**src/rtl/lcd_nibble_queue_i2c_expander_assert.svh**
```systemverilog
// Assertion macros for the LCD nibble queue block.
// Included by the top level; needs nothing else.
`ifndef LCD_NIBBLE_QUEUE_I2C_EXPANDER_ASSERT_SVH
`define LCD_NIBBLE_QUEUE_I2C_EXPANDER_ASSERT_SVH

// Same-cycle implication, disabled during reset.
`define LNQ_ASSERT_NOW(lbl, clk, rst, ante, cons, msg) \
   lbl: assert property (@(posedge clk) disable iff (rst) (ante) |-> (cons)) \
      else $error(msg);

// Next-cycle implication, disabled during reset.
`define LNQ_ASSERT_NEXT(lbl, clk, rst, ante, cons, msg) \
   lbl: assert property (@(posedge clk) disable iff (rst) (ante) |=> (cons)) \
      else $error(msg);

`endif

```
**src/rtl/lnq_pkg.sv**
```systemverilog
// Shared types, constants and the microcode table of the LCD nibble queue.
// No dependencies.
`timescale 1ns / 1ps
`default_nettype none

package lnq_pkg;

   // Beat field widths
   localparam int ACTION_W = 3;
   localparam int BYTE_W   = 8;
   localparam int NIB_W    = 4;
   localparam int ENTRY_W  = 5;    // data mark + nibble
   localparam int PC_W     = 5;

   // Action codes
   localparam logic [ACTION_W-1:0] ACT_CMD      = 3'd0;
   localparam logic [ACTION_W-1:0] ACT_CHAR     = 3'd1;
   localparam logic [ACTION_W-1:0] ACT_STROBE_H = 3'd2;
   localparam logic [ACTION_W-1:0] ACT_STROBE_L = 3'd3;
   localparam logic [ACTION_W-1:0] ACT_CURSOR   = 3'd4;
   localparam logic [ACTION_W-1:0] ACT_INIT     = 3'd5;

   // Expander byte bits and LCD command bytes
   localparam logic [BYTE_W-1:0] MASK_EN_OFF  = 8'b11111011;
   localparam logic [BYTE_W-1:0] BITS_BL_EN   = 8'b00001100;
   localparam logic [BYTE_W-1:0] BITS_BL_EN_RS = 8'b00001101;
   localparam logic [BYTE_W-1:0] INIT_BYTE    = 8'h00;
   localparam logic [BYTE_W-1:0] ROW0_CMD     = 8'b10000000;
   localparam logic [BYTE_W-1:0] ROW1_CMD     = 8'b11000000;
   localparam int                COLUMNS      = 16;

   // Microcode
   typedef enum logic [2:0] {
      OP_NOP,
      OP_PUSH,
      OP_LOOP,
      OP_STROBE_HI,
      OP_LOAD,
      OP_STROBE_LO,
      OP_CLEAR
   } ucode_op_type;

   typedef enum logic [1:0] {
      NIB_OPR_HI,
      NIB_OPR_LO,
      NIB_CONST
   } nib_src_type;

   typedef enum logic [1:0] {
      COND_NEXT,
      COND_ALWAYS,
      COND_LOOP_DONE,
      COND_NO_SEND
   } ucode_cond_type;

   typedef struct packed {
      ucode_op_type   op;
      nib_src_type    src;
      logic [NIB_W-1:0] konst;
      logic           set_run;
      ucode_cond_type cond;
      logic [PC_W-1:0] target;
      logic           last;
   } ucode_word_type;

   // Program addresses
   localparam logic [PC_W-1:0] PC_BYTE   = 5'd0;
   localparam logic [PC_W-1:0] PC_CURSOR = 5'd2;
   localparam logic [PC_W-1:0] PC_LOOP   = 5'd4;
   localparam logic [PC_W-1:0] PC_DONE   = 5'd7;
   localparam logic [PC_W-1:0] PC_SHI    = 5'd8;
   localparam logic [PC_W-1:0] PC_SLO    = 5'd10;
   localparam logic [PC_W-1:0] PC_INIT   = 5'd11;

   function automatic ucode_word_type ucode_rom(input logic [PC_W-1:0] addr);
      ucode_word_type w;
      w = '{OP_NOP, NIB_CONST, 4'h0, 1'b0, COND_NEXT, PC_DONE, 1'b1};
      unique case (addr)
         // command or character byte: high then low nibble
         5'd0:  w = '{OP_PUSH, NIB_OPR_HI, 4'h0, 1'b0, COND_NEXT, PC_DONE, 1'b0};
         5'd1:  w = '{OP_PUSH, NIB_OPR_LO, 4'h0, 1'b1, COND_NEXT, PC_DONE, 1'b1};
         // set cursor: row command, then cursor-right per column
         5'd2:  w = '{OP_PUSH, NIB_OPR_HI, 4'h0, 1'b0, COND_NEXT, PC_DONE, 1'b0};
         5'd3:  w = '{OP_PUSH, NIB_OPR_LO, 4'h0, 1'b1, COND_NEXT, PC_DONE, 1'b0};
         5'd4:  w = '{OP_LOOP, NIB_CONST, 4'h0, 1'b0, COND_LOOP_DONE, PC_DONE, 1'b0};
         5'd5:  w = '{OP_PUSH, NIB_CONST, 4'h1, 1'b0, COND_NEXT, PC_DONE, 1'b0};
         5'd6:  w = '{OP_PUSH, NIB_CONST, 4'h4, 1'b1, COND_ALWAYS, PC_LOOP, 1'b0};
         // common exit
         5'd7:  w = '{OP_NOP, NIB_CONST, 4'h0, 1'b0, COND_NEXT, PC_DONE, 1'b1};
         // strobe high: check, read queue, build byte
         5'd8:  w = '{OP_STROBE_HI, NIB_CONST, 4'h0, 1'b0, COND_NO_SEND, PC_DONE, 1'b0};
         5'd9:  w = '{OP_LOAD, NIB_CONST, 4'h0, 1'b0, COND_NEXT, PC_DONE, 1'b1};
         // strobe low
         5'd10: w = '{OP_STROBE_LO, NIB_CONST, 4'h0, 1'b0, COND_NEXT, PC_DONE, 1'b1};
         // init: clear, 0x2, 0x28, 0x0F, 0x01
         5'd11: w = '{OP_CLEAR, NIB_CONST, 4'h0, 1'b0, COND_NEXT, PC_DONE, 1'b0};
         5'd12: w = '{OP_PUSH, NIB_CONST, 4'h2, 1'b0, COND_NEXT, PC_DONE, 1'b0};
         5'd13: w = '{OP_PUSH, NIB_CONST, 4'h2, 1'b0, COND_NEXT, PC_DONE, 1'b0};
         5'd14: w = '{OP_PUSH, NIB_CONST, 4'h8, 1'b1, COND_NEXT, PC_DONE, 1'b0};
         5'd15: w = '{OP_PUSH, NIB_CONST, 4'h0, 1'b0, COND_NEXT, PC_DONE, 1'b0};
         5'd16: w = '{OP_PUSH, NIB_CONST, 4'hF, 1'b1, COND_NEXT, PC_DONE, 1'b0};
         5'd17: w = '{OP_PUSH, NIB_CONST, 4'h0, 1'b0, COND_NEXT, PC_DONE, 1'b0};
         5'd18: w = '{OP_PUSH, NIB_CONST, 4'h1, 1'b1, COND_NEXT, PC_DONE, 1'b1};
         default: w = '{OP_NOP, NIB_CONST, 4'h0, 1'b0, COND_NEXT, PC_DONE, 1'b1};
      endcase
      return w;
   endfunction

   // Program entry for each action; unused codes go straight to the exit
   function automatic logic [PC_W-1:0] entry_of(input logic [ACTION_W-1:0] action);
      logic [PC_W-1:0] pc;
      pc = PC_DONE;
      unique case (action)
         ACT_CMD, ACT_CHAR: pc = PC_BYTE;
         ACT_STROBE_H:      pc = PC_SHI;
         ACT_STROBE_L:      pc = PC_SLO;
         ACT_CURSOR:        pc = PC_CURSOR;
         ACT_INIT:          pc = PC_INIT;
         default:           pc = PC_DONE;
      endcase
      return pc;
   endfunction

endpackage

`default_nettype wire

```
**src/rtl/lnq_channels.sv**
```systemverilog
// Valid/ready channel interfaces for request and response beats.
// Depends on lnq_pkg for field widths.
`timescale 1ns / 1ps
`default_nettype none

interface lnq_req_if
   import lnq_pkg::*;
();
   logic                valid;
   logic                ready;
   logic [ACTION_W-1:0] action;
   logic [BYTE_W-1:0]   value;
   logic                row;
   logic [BYTE_W-1:0]   column;

   modport source (output valid, action, value, row, column, input ready);
   modport sink   (input valid, action, value, row, column, output ready);
endinterface

interface lnq_rsp_if
   import lnq_pkg::*;
();
   logic              valid;
   logic              ready;
   logic              write_valid;
   logic [BYTE_W-1:0] expander_byte;
   logic              busy_res;
   logic              dropped;

   modport source (output valid, write_valid, expander_byte, busy_res, dropped,
                   input ready);
   modport sink   (input valid, write_valid, expander_byte, busy_res, dropped,
                   output ready);
endinterface

`default_nettype wire

```
**src/rtl/lnq_queue_ram.sv**
```systemverilog
// Nibble queue storage: one write port, one registered read port.
// Depends on lnq_pkg for the entry width.
`timescale 1ns / 1ps
`default_nettype none

module lnq_queue_ram
   import lnq_pkg::*;
#(
   parameter int  DEPTH = 64,
   localparam int AW    = $clog2(DEPTH)
) (
   input  wire logic               clock,
   input  wire logic               wr_en,
   input  wire logic [AW-1:0]      wr_addr,
   input  wire logic [ENTRY_W-1:0] wr_data,
   input  wire logic               rd_en,
   input  wire logic [AW-1:0]      rd_addr,
   output logic      [ENTRY_W-1:0] rd_data
);

   logic [ENTRY_W-1:0] mem [DEPTH];

   // write port
   always_ff @(posedge clock) begin
      if (wr_en) begin
         mem[wr_addr] <= wr_data;
      end
   end

   // registered read port
   always_ff @(posedge clock) begin
      if (rd_en) begin
         rd_data <= mem[rd_addr];
      end
   end

endmodule

`default_nettype wire

```
**src/rtl/lcd_nibble_queue_i2c_expander.sv**
```systemverilog
// Top level of the 4-bit LCD driver over an I2C port expander.
// Depends on lnq_pkg, lnq_channels, lnq_queue_ram and the assertion header.
`timescale 1ns / 1ps
`default_nettype none
`include "lcd_nibble_queue_i2c_expander_assert.svh"

// Each request beat runs a short microcode program (one step per clock) that
// queues nibbles, sends the next queued nibble or drops EN on the last byte,
// and then yields exactly one response beat. The queue has one write port, so
// at most one nibble is queued per step. A new request is taken once the
// previous program has handed its result to the output register; that result
// may still be waiting there. There is no clearing pass: queue entries are
// read only below the fill count.
module lcd_nibble_queue_i2c_expander
   import lnq_pkg::*;
#(
   parameter int QUEUE_DEPTH = 64
) (
   input  wire logic clock,
   input  wire logic reset,
   lnq_req_if.sink   req_chan,
   lnq_rsp_if.source rsp_chan
);

   localparam int AW    = $clog2(QUEUE_DEPTH);
   localparam int CNT_W = $clog2(QUEUE_DEPTH + 1);
   localparam logic [CNT_W-1:0] CNT_FULL = CNT_W'(QUEUE_DEPTH);

   typedef enum logic [1:0] {S_IDLE, S_RUN, S_EMIT} state_type;

   state_type          state_ff, state_in;
   logic [PC_W-1:0]    pc_ff, pc_in;
   logic [BYTE_W-1:0]  opr_ff, opr_in;
   logic               mark_ff, mark_in;
   logic [NIB_W-1:0]   loop_ff, loop_in;
   logic [CNT_W-1:0]   count_ff, count_in;
   logic [CNT_W-1:0]   send_ff, send_in;
   logic [BYTE_W-1:0]  last_byte_ff, last_byte_in;
   logic               running_ff, running_in;
   logic               drop_ff, drop_in;
   logic               wrote_ff, wrote_in;
   logic [BYTE_W-1:0]  byte_ff, byte_in;
   logic               rsp_valid_ff, rsp_valid_in;
   logic               rsp_wv_ff, rsp_wv_in;
   logic [BYTE_W-1:0]  rsp_byte_ff, rsp_byte_in;
   logic               rsp_busy_ff, rsp_busy_in;
   logic               rsp_drop_ff, rsp_drop_in;

   ucode_word_type     cw;
   logic               no_send;
   logic               take_jump;
   logic [NIB_W-1:0]   push_nib;
   logic               wr_en;
   logic               rd_en;
   logic [ENTRY_W-1:0] rd_data;
   logic [BYTE_W-1:0]  en_off_byte;
   logic [BYTE_W-1:0]  sent_byte;

   lnq_queue_ram #(
      .DEPTH (QUEUE_DEPTH)
   ) u_queue (
      .clock   (clock),
      .wr_en   (wr_en),
      .wr_addr (count_ff[AW-1:0]),
      .wr_data ({(cw.src != NIB_CONST) & mark_ff, push_nib}),
      .rd_en   (rd_en),
      .rd_addr (send_ff[AW-1:0]),
      .rd_data (rd_data)
   );

   // current control word and datapath terms
   assign cw          = ucode_rom(pc_ff);
   assign no_send     = !running_ff || (send_ff >= count_ff);
   assign en_off_byte = last_byte_ff & MASK_EN_OFF;
   assign sent_byte   = {rd_data[NIB_W-1:0],
                         rd_data[ENTRY_W-1] ? BITS_BL_EN_RS[NIB_W-1:0]
                                            : BITS_BL_EN[NIB_W-1:0]};

   always_comb begin
      unique case (cw.src)
         NIB_OPR_HI: push_nib = opr_ff[BYTE_W-1:NIB_W];
         NIB_OPR_LO: push_nib = opr_ff[NIB_W-1:0];
         default:    push_nib = cw.konst;
      endcase
   end

   always_comb begin
      unique case (cw.cond)
         COND_ALWAYS:    take_jump = 1'b1;
         COND_LOOP_DONE: take_jump = (loop_ff == '0);
         COND_NO_SEND:   take_jump = no_send;
         default:        take_jump = 1'b0;
      endcase
   end

   assign req_chan.ready         = (state_ff == S_IDLE);
   assign rsp_chan.valid         = rsp_valid_ff;
   assign rsp_chan.write_valid   = rsp_wv_ff;
   assign rsp_chan.expander_byte = rsp_byte_ff;
   assign rsp_chan.busy_res      = rsp_busy_ff;
   assign rsp_chan.dropped       = rsp_drop_ff;

   // sequencer and datapath next state
   always_comb begin
      state_in     = state_ff;
      pc_in        = pc_ff;
      opr_in       = opr_ff;
      mark_in      = mark_ff;
      loop_in      = loop_ff;
      count_in     = count_ff;
      send_in      = send_ff;
      last_byte_in = last_byte_ff;
      running_in   = running_ff;
      drop_in      = drop_ff;
      wrote_in     = wrote_ff;
      byte_in      = byte_ff;
      rsp_valid_in = rsp_valid_ff && !rsp_chan.ready;
      rsp_wv_in    = rsp_wv_ff;
      rsp_byte_in  = rsp_byte_ff;
      rsp_busy_in  = rsp_busy_ff;
      rsp_drop_in  = rsp_drop_ff;
      wr_en        = 1'b0;
      rd_en        = 1'b0;

      unique case (state_ff)
         S_IDLE: begin
            if (req_chan.valid) begin
               state_in = S_RUN;
               pc_in    = entry_of(req_chan.action);
               opr_in   = (req_chan.action == ACT_CURSOR)
                        ? (req_chan.row ? ROW1_CMD : ROW0_CMD)
                        : req_chan.value;
               mark_in  = (req_chan.action == ACT_CHAR);
               loop_in  = NIB_W'(req_chan.column % COLUMNS);
               drop_in  = 1'b0;
               wrote_in = 1'b0;
               byte_in  = '0;
            end
         end
         S_RUN: begin
            unique case (cw.op)
               OP_PUSH: begin
                  if (count_ff < CNT_FULL) begin
                     wr_en    = 1'b1;
                     count_in = count_ff + 1'b1;
                  end else begin
                     drop_in = 1'b1;
                  end
               end
               OP_LOOP: begin
                  if (loop_ff != '0) begin
                     loop_in = loop_ff - 1'b1;
                  end
               end
               OP_STROBE_HI: begin
                  if (running_ff) begin
                     if (no_send) begin
                        running_in = 1'b0;
                        count_in   = '0;
                        send_in    = '0;
                     end else begin
                        rd_en = 1'b1;
                     end
                  end
               end
               OP_LOAD: begin
                  last_byte_in = sent_byte;
                  byte_in      = sent_byte;
                  wrote_in     = 1'b1;
                  send_in      = send_ff + 1'b1;
               end
               OP_STROBE_LO: begin
                  if (running_ff) begin
                     last_byte_in = en_off_byte;
                     byte_in      = en_off_byte;
                     wrote_in     = 1'b1;
                  end
               end
               OP_CLEAR: begin
                  count_in = '0;
                  send_in  = '0;
                  wrote_in = 1'b1;
                  byte_in  = INIT_BYTE;
               end
               default: begin
               end
            endcase
            if (cw.set_run) begin
               running_in = 1'b1;
            end
            pc_in = take_jump ? cw.target : pc_ff + 1'b1;
            if (cw.last) begin
               state_in = S_EMIT;
            end
         end
         S_EMIT: begin
            // hand the result to the output register once it is free
            if (!rsp_valid_ff || rsp_chan.ready) begin
               rsp_valid_in = 1'b1;
               rsp_wv_in    = wrote_ff;
               rsp_byte_in  = byte_ff;
               rsp_busy_in  = (send_ff < count_ff);
               rsp_drop_in  = drop_ff;
               state_in     = S_IDLE;
            end
         end
         default: begin
            state_in = S_IDLE;
         end
      endcase
   end

   // registers
   always_ff @(posedge clock) begin
      if (reset) begin
         state_ff     <= S_IDLE;
         pc_ff        <= PC_DONE;
         count_ff     <= '0;
         send_ff      <= '0;
         last_byte_ff <= '0;
         running_ff   <= 1'b0;
         rsp_valid_ff <= 1'b0;
      end else begin
         state_ff     <= state_in;
         pc_ff        <= pc_in;
         count_ff     <= count_in;
         send_ff      <= send_in;
         last_byte_ff <= last_byte_in;
         running_ff   <= running_in;
         rsp_valid_ff <= rsp_valid_in;
      end
      opr_ff      <= opr_in;
      mark_ff     <= mark_in;
      loop_ff     <= loop_in;
      drop_ff     <= drop_in;
      wrote_ff    <= wrote_in;
      byte_ff     <= byte_in;
      rsp_wv_ff   <= rsp_wv_in;
      rsp_byte_ff <= rsp_byte_in;
      rsp_busy_ff <= rsp_busy_in;
      rsp_drop_ff <= rsp_drop_in;
   end

   // checks
   `LNQ_ASSERT_NOW(a_send_within_count, clock, reset, 1'b1, send_ff <= count_ff && count_ff <= CNT_FULL, "send index or fill count out of range")
   `LNQ_ASSERT_NEXT(a_accept_starts_program, clock, reset, req_chan.valid && req_chan.ready, state_ff == S_RUN, "accepted beat did not start a program")
   `LNQ_ASSERT_NOW(a_load_after_read, clock, reset, state_ff == S_RUN && cw.op == OP_LOAD, $past(cw.op) == OP_STROBE_HI && $past(rd_en), "byte built without a queue read")
   `LNQ_ASSERT_NOW(a_backlight_on_write, clock, reset, rsp_valid_ff && rsp_wv_ff && rsp_byte_ff != INIT_BYTE, rsp_byte_ff[3], "expander write without backlight")

endmodule

`default_nettype wire
```
**src/flat_wrapper.sv**
```systemverilog
// flat-port wrapper written by rule: the top's interface ports become plain ports
module lcd_nibble_queue_i2c_expander_flat import lnq_pkg::*;
#(
   parameter int QUEUE_DEPTH = 64
)
  (clock, reset, req_chan_valid, req_chan_action, req_chan_value, req_chan_row, req_chan_column, req_chan_ready, rsp_chan_valid, rsp_chan_write_valid, rsp_chan_expander_byte, rsp_chan_busy_res, rsp_chan_dropped, rsp_chan_ready);
  lnq_req_if req_chan_i ();
  lnq_rsp_if rsp_chan_i ();
  input  wire logic clock;
  input  wire logic reset;
  input wire logic [$bits(req_chan_i.valid)-1:0] req_chan_valid;
  input wire logic [$bits(req_chan_i.action)-1:0] req_chan_action;
  input wire logic [$bits(req_chan_i.value)-1:0] req_chan_value;
  input wire logic [$bits(req_chan_i.row)-1:0] req_chan_row;
  input wire logic [$bits(req_chan_i.column)-1:0] req_chan_column;
  output wire logic [$bits(req_chan_i.ready)-1:0] req_chan_ready;
  output wire logic [$bits(rsp_chan_i.valid)-1:0] rsp_chan_valid;
  output wire logic [$bits(rsp_chan_i.write_valid)-1:0] rsp_chan_write_valid;
  output wire logic [$bits(rsp_chan_i.expander_byte)-1:0] rsp_chan_expander_byte;
  output wire logic [$bits(rsp_chan_i.busy_res)-1:0] rsp_chan_busy_res;
  output wire logic [$bits(rsp_chan_i.dropped)-1:0] rsp_chan_dropped;
  input wire logic [$bits(rsp_chan_i.ready)-1:0] rsp_chan_ready;
  assign req_chan_i.valid = req_chan_valid;
  assign req_chan_i.action = req_chan_action;
  assign req_chan_i.value = req_chan_value;
  assign req_chan_i.row = req_chan_row;
  assign req_chan_i.column = req_chan_column;
  assign req_chan_ready = req_chan_i.ready;
  assign rsp_chan_valid = rsp_chan_i.valid;
  assign rsp_chan_write_valid = rsp_chan_i.write_valid;
  assign rsp_chan_expander_byte = rsp_chan_i.expander_byte;
  assign rsp_chan_busy_res = rsp_chan_i.busy_res;
  assign rsp_chan_dropped = rsp_chan_i.dropped;
  assign rsp_chan_i.ready = rsp_chan_ready;
  lcd_nibble_queue_i2c_expander #(.QUEUE_DEPTH(QUEUE_DEPTH)) u_core (.clock(clock), .reset(reset), .req_chan(req_chan_i), .rsp_chan(rsp_chan_i));
endmodule
```
**config.mk**
```make
export PLATFORM = sky130hd
export DESIGN_NAME = lcd_nibble_queue_i2c_expander_flat
export DESIGN_NICKNAME = d
export VERILOG_FILES = /design/src/rtl/lnq_pkg.sv /design/src/rtl/lnq_channels.sv /design/src/rtl/lnq_queue_ram.sv /design/src/rtl/lcd_nibble_queue_i2c_expander.sv /design/src/flat_wrapper.sv
export VERILOG_INCLUDE_DIRS = /design/src /design/src/rtl
export SDC_FILE = /design/constraint.sdc
export NUM_CORES = 1
export LEC_CHECK = 0
export ABC_CLOCK_PERIOD_IN_PS = 5430
export BUFFER_PORTS_ARGS = -buffer_cell sky130_fd_sc_hd__buf_2
export CAP_MARGIN = 20
export CELL_PAD_IN_SITES_DETAIL_PLACEMENT = 0
export CELL_PAD_IN_SITES_GLOBAL_PLACEMENT = 1
export CORE_MARGIN = 2
export CORE_UTILIZATION = 45
export CTS_BUF_LIST = sky130_fd_sc_hd__clkbuf_8
export DETAILED_ROUTE_END_ITERATION = 10
export PLACE_DENSITY_LB_ADDON = 0.1
export SYNTH_ARGS = -nofsm -noshare
export SYNTH_HDL_FRONTEND = slang
export SYNTH_SLANG_ARGS = --single-unit
```
**constraint.sdc**
```tcl
create_clock -name clock -period 5.43 [get_ports clock]
set_clock_uncertainty 0.2 [all_clocks]
set_input_delay 1.086 -clock clock [delete_from_list [all_inputs] [get_ports clock]]
set_output_delay 1.086 -clock clock [all_outputs]
set_load 0.1 [all_outputs]
```
==> flow_metrics.env <==
export IMPL_nets=1051
export IMPL_cp_max_fo=12
export IMPL_whs_ns=0.219
export IMPL_cts_tree="done"
export IMPL_syn_area_sq_mm=0.0164
export IMPL_fin_area_sq_mm=0.0183
export IMPL_max_slew_margin_rel_pct=30.2
export IMPL_first_global_vias=8705
export IMPL_grt_max_degree=85
export IMPL_place_area_sq_mm=0.0171
export IMPL_fin_util_pct=51.2
export IMPL_fmax_mhz=270
export IMPL_rows=69
export IMPL_cap_violations=0
export IMPL_wl_microns=35200
export IMPL_synth_commonest_cells="edfxtp_1 (357), mux4_2 (105), nor2_1 (101)"
export IMPL_synth_area_top_cells="edfxtp_1 (65%), mux4_2 (14%), dfxtp_1 (5.3%), nor2_1 (2.3%), ha_1 (1.2%)"
export IMPL_worstSkewPairLatency_ns=0.59
export IMPL_peakVddDrop_mv=0.161
export IMPL_drive_gt1_share_pct=24.0
export IMPL_cts_htree_levels=3
export IMPL_die_h_microns=195
export IMPL_worstHoldPathType="register to register"
export IMPL_clk_pin_slew_worst_paths_ns=0.06
export IMPL_crit_path_end_kind="register"
export IMPL_async_reset_ff_share_pct=0
export IMPL_initial_core_util_pct=45.9
export IMPL_drt_iter0_markers=593
export IMPL_critPathRequiredTime_ns=5.69
export IMPL_dieArea_sq_mm=0.0380
export IMPL_setup_violations=0
export IMPL_route_vias_total=8456
export IMPL_path_common_cell="ha_1"
export IMPL_arrival_ns=3.97
export IMPL_hold_violations=0
export IMPL_slowest_delay_ns=0.55
export IMPL_die_x_microns=195
export IMPL_cts_made_buffers=66
export IMPL_status="complete, no violations"
export IMPL_crit_type="register to register"
export IMPL_dr_pass1_iters=5
export IMPL_antenna_found_initial=1
export IMPL_syn_num_nets=988
export IMPL_rsz0062_at_grt="no"
export IMPL_ys_seq_area_share_pct=70.7
export IMPL_slew_viol_final=0
export IMPL_hold_depth=0
export IMPL_ant_nets=0
export IMPL_synth_distinct_cells=63
export IMPL_grt_first_pass_wirelength_microns=53100
export IMPL_cts_sinks=400
export IMPL_cp_cell_sequence="inv_2, ha_1, a21o_1, a31oi_1, o221ai_1, a21oi_2, a21oi_1, or2_1, ha_1, or3_1, o211ai_1, a32oi_1"
export IMPL_cts_resized=0
export IMPL_min_period_ns=3.71
export IMPL_reg2regPathDepth=12
export IMPL_grt_use_total_pct=19.0
export IMPL_leakagePower_nw=5.89
export IMPL_portBuffers=31
export IMPL_post_drt_via_cell_ratio=5.57
export IMPL_ys_ff_latch=400
export IMPL_syn_avg_cell_area_sq_um=17.3
export IMPL_io_pins=37
export IMPL_synth_most_common_cell="edfxtp_1"
export IMPL_place_hpwl_microns=21800
export IMPL_synth_top_cell_area_share_pct=65.4
export IMPL_wl_per_cell_microns=23.2
export IMPL_synthCells=948
export IMPL_cts_setup_buffers=0
export IMPL_drc_errors=0
export IMPL_synth_edf_count=357
export IMPL_overflow=0
export IMPL_worst_pin_slew_ns=1.04
export IMPL_core_area_sq_mm=0.0357
export IMPL_cts_root_buffer="clkbuf_8"
export IMPL_final_setup_tns_ns=0
export IMPL_clk_path_buf_depth=3
export IMPL_synth_top_cell_by_area="edfxtp_1"
export IMPL_slowest_stage="dfxtp_1"
export IMPL_power_density_mw_per_mm2=374
export IMPL_syn_to_final_growth_pct=11.6
export IMPL_finalWeightedCongestion=0.775
export IMPL_synthFlopType="edfxtp_1"
export IMPL_critPathLaunchType="register"
export IMPL_cts_hold_buf=0
export IMPL_ys_warn_count=0
export IMPL_timing_final_crit_share_pct=68.3
==> path summary, 6_finish.rpt <==
path / startpoint / endpoint / slack (ns)
min reg2reg: u_core.byte_ff[5] / u_core.rsp_chan.expander_byte[5] / 0.22
max: u_core.count_ff[2] / u_core.cw[0] / 1.72
min: u_core.byte_ff[5] / u_core.rsp_chan.expander_byte[5] / 0.22
max reg2reg: u_core.count_ff[2] / u_core.cw[0] / 1.72
==> layout by cell type, fill, tap and decap left out, drive strengths merged, types with 16 or more instances in the layout <==
cell type  count
dfxtp         43
o21ai         24
ha            16
clkbuf        73
nand2         36
buf           43
nor2         101
mux4         105
inv           48
a21oi         34
nand3         25
edfxtp       357
==> per-layer routing <==
metal / vias to the layer above / GRT usage (%) / routed length, microns
li1: 3882 / - / -
met1: 4312 / 25.2 / 15500
met2: 216 / 31.3 / 17300
met3: 46 / 3.90 / 1660
met4: 0 / 6.84 / 689
met5: - / 1.15 / 0
==> state kept, by name, indices dropped and copies added, names as in the netlist, 2 cells and up <==
register                       flops
u_core.u_queue.mem               320
u_core.cw                         14
u_core.opr_ff                      8
u_core.byte_ff                     7
u_core.count_ff                    7
u_core.rsp_chan.expander_byte      7
u_core.send_ff                     7
u_core.last_byte_ff                6
u_core.pc_ff                       5
u_core.u_queue.rd_data             5
u_core.loop_ff                     4
u_core.state_ff                    2
==> logic make-up after synthesis <==
| logic type | synth area share (%) |
|---|---|
| AND/OR/NAND/NOR | 6.63 |
| other | 0.0229 |
| buffers and inverters | 2.05 |
| adder cells (fa/ha/maj) | 1.22 |
| multiplexers | 15.1 |
| XOR/XNOR | 0.534 |
| AO/OA/AOI/OAI | 3.78 |
| flip-flops | 70.7 |
==> cell type report <==
class | count | area [sq um]
well taps | 461 | 577
multi-input cells | 473 | 4540
repair buffers | 43 | 258
clock inverters | 39 | 216
inverters | 27 | 101
clock buffers | 73 | 1000
diodes | 1 | 2.50
flip-flops and latches | 400 | 11600
fillers | 2997 | 17500
==> report_power, final <==
group / total (mW) / internal (mW) / switching, mW
registers: 3.68 / 3.60 / 0.0808
logic: 0.678 / 0.199 / 0.479
clock network: 2.47 / 1.32 / 1.15
==> metrics by stage <==
step           worst slack [ns]  power (mW)  std cells
6_report                   1.72        6.84       1517
5_1_grt                    1.48        7.14       1517
4_1_cts                    1.74        6.93       1516
3_5_place_dp               1.70        4.44       1404
3_3_place_gp               1.70        4.43       1404
2_1_floorplan              1.29        4.20        948
==> critical path: cells and delay by family, from the launching register on <==
kind            cells  cell delay, ns
compound gates      7            1.41
simple gates        2            0.66
flops               1            0.55
buf+inv             1            0.17
fa+ha+maj           2            0.60
Note: power is estimated with default switching activity, not from simulation.
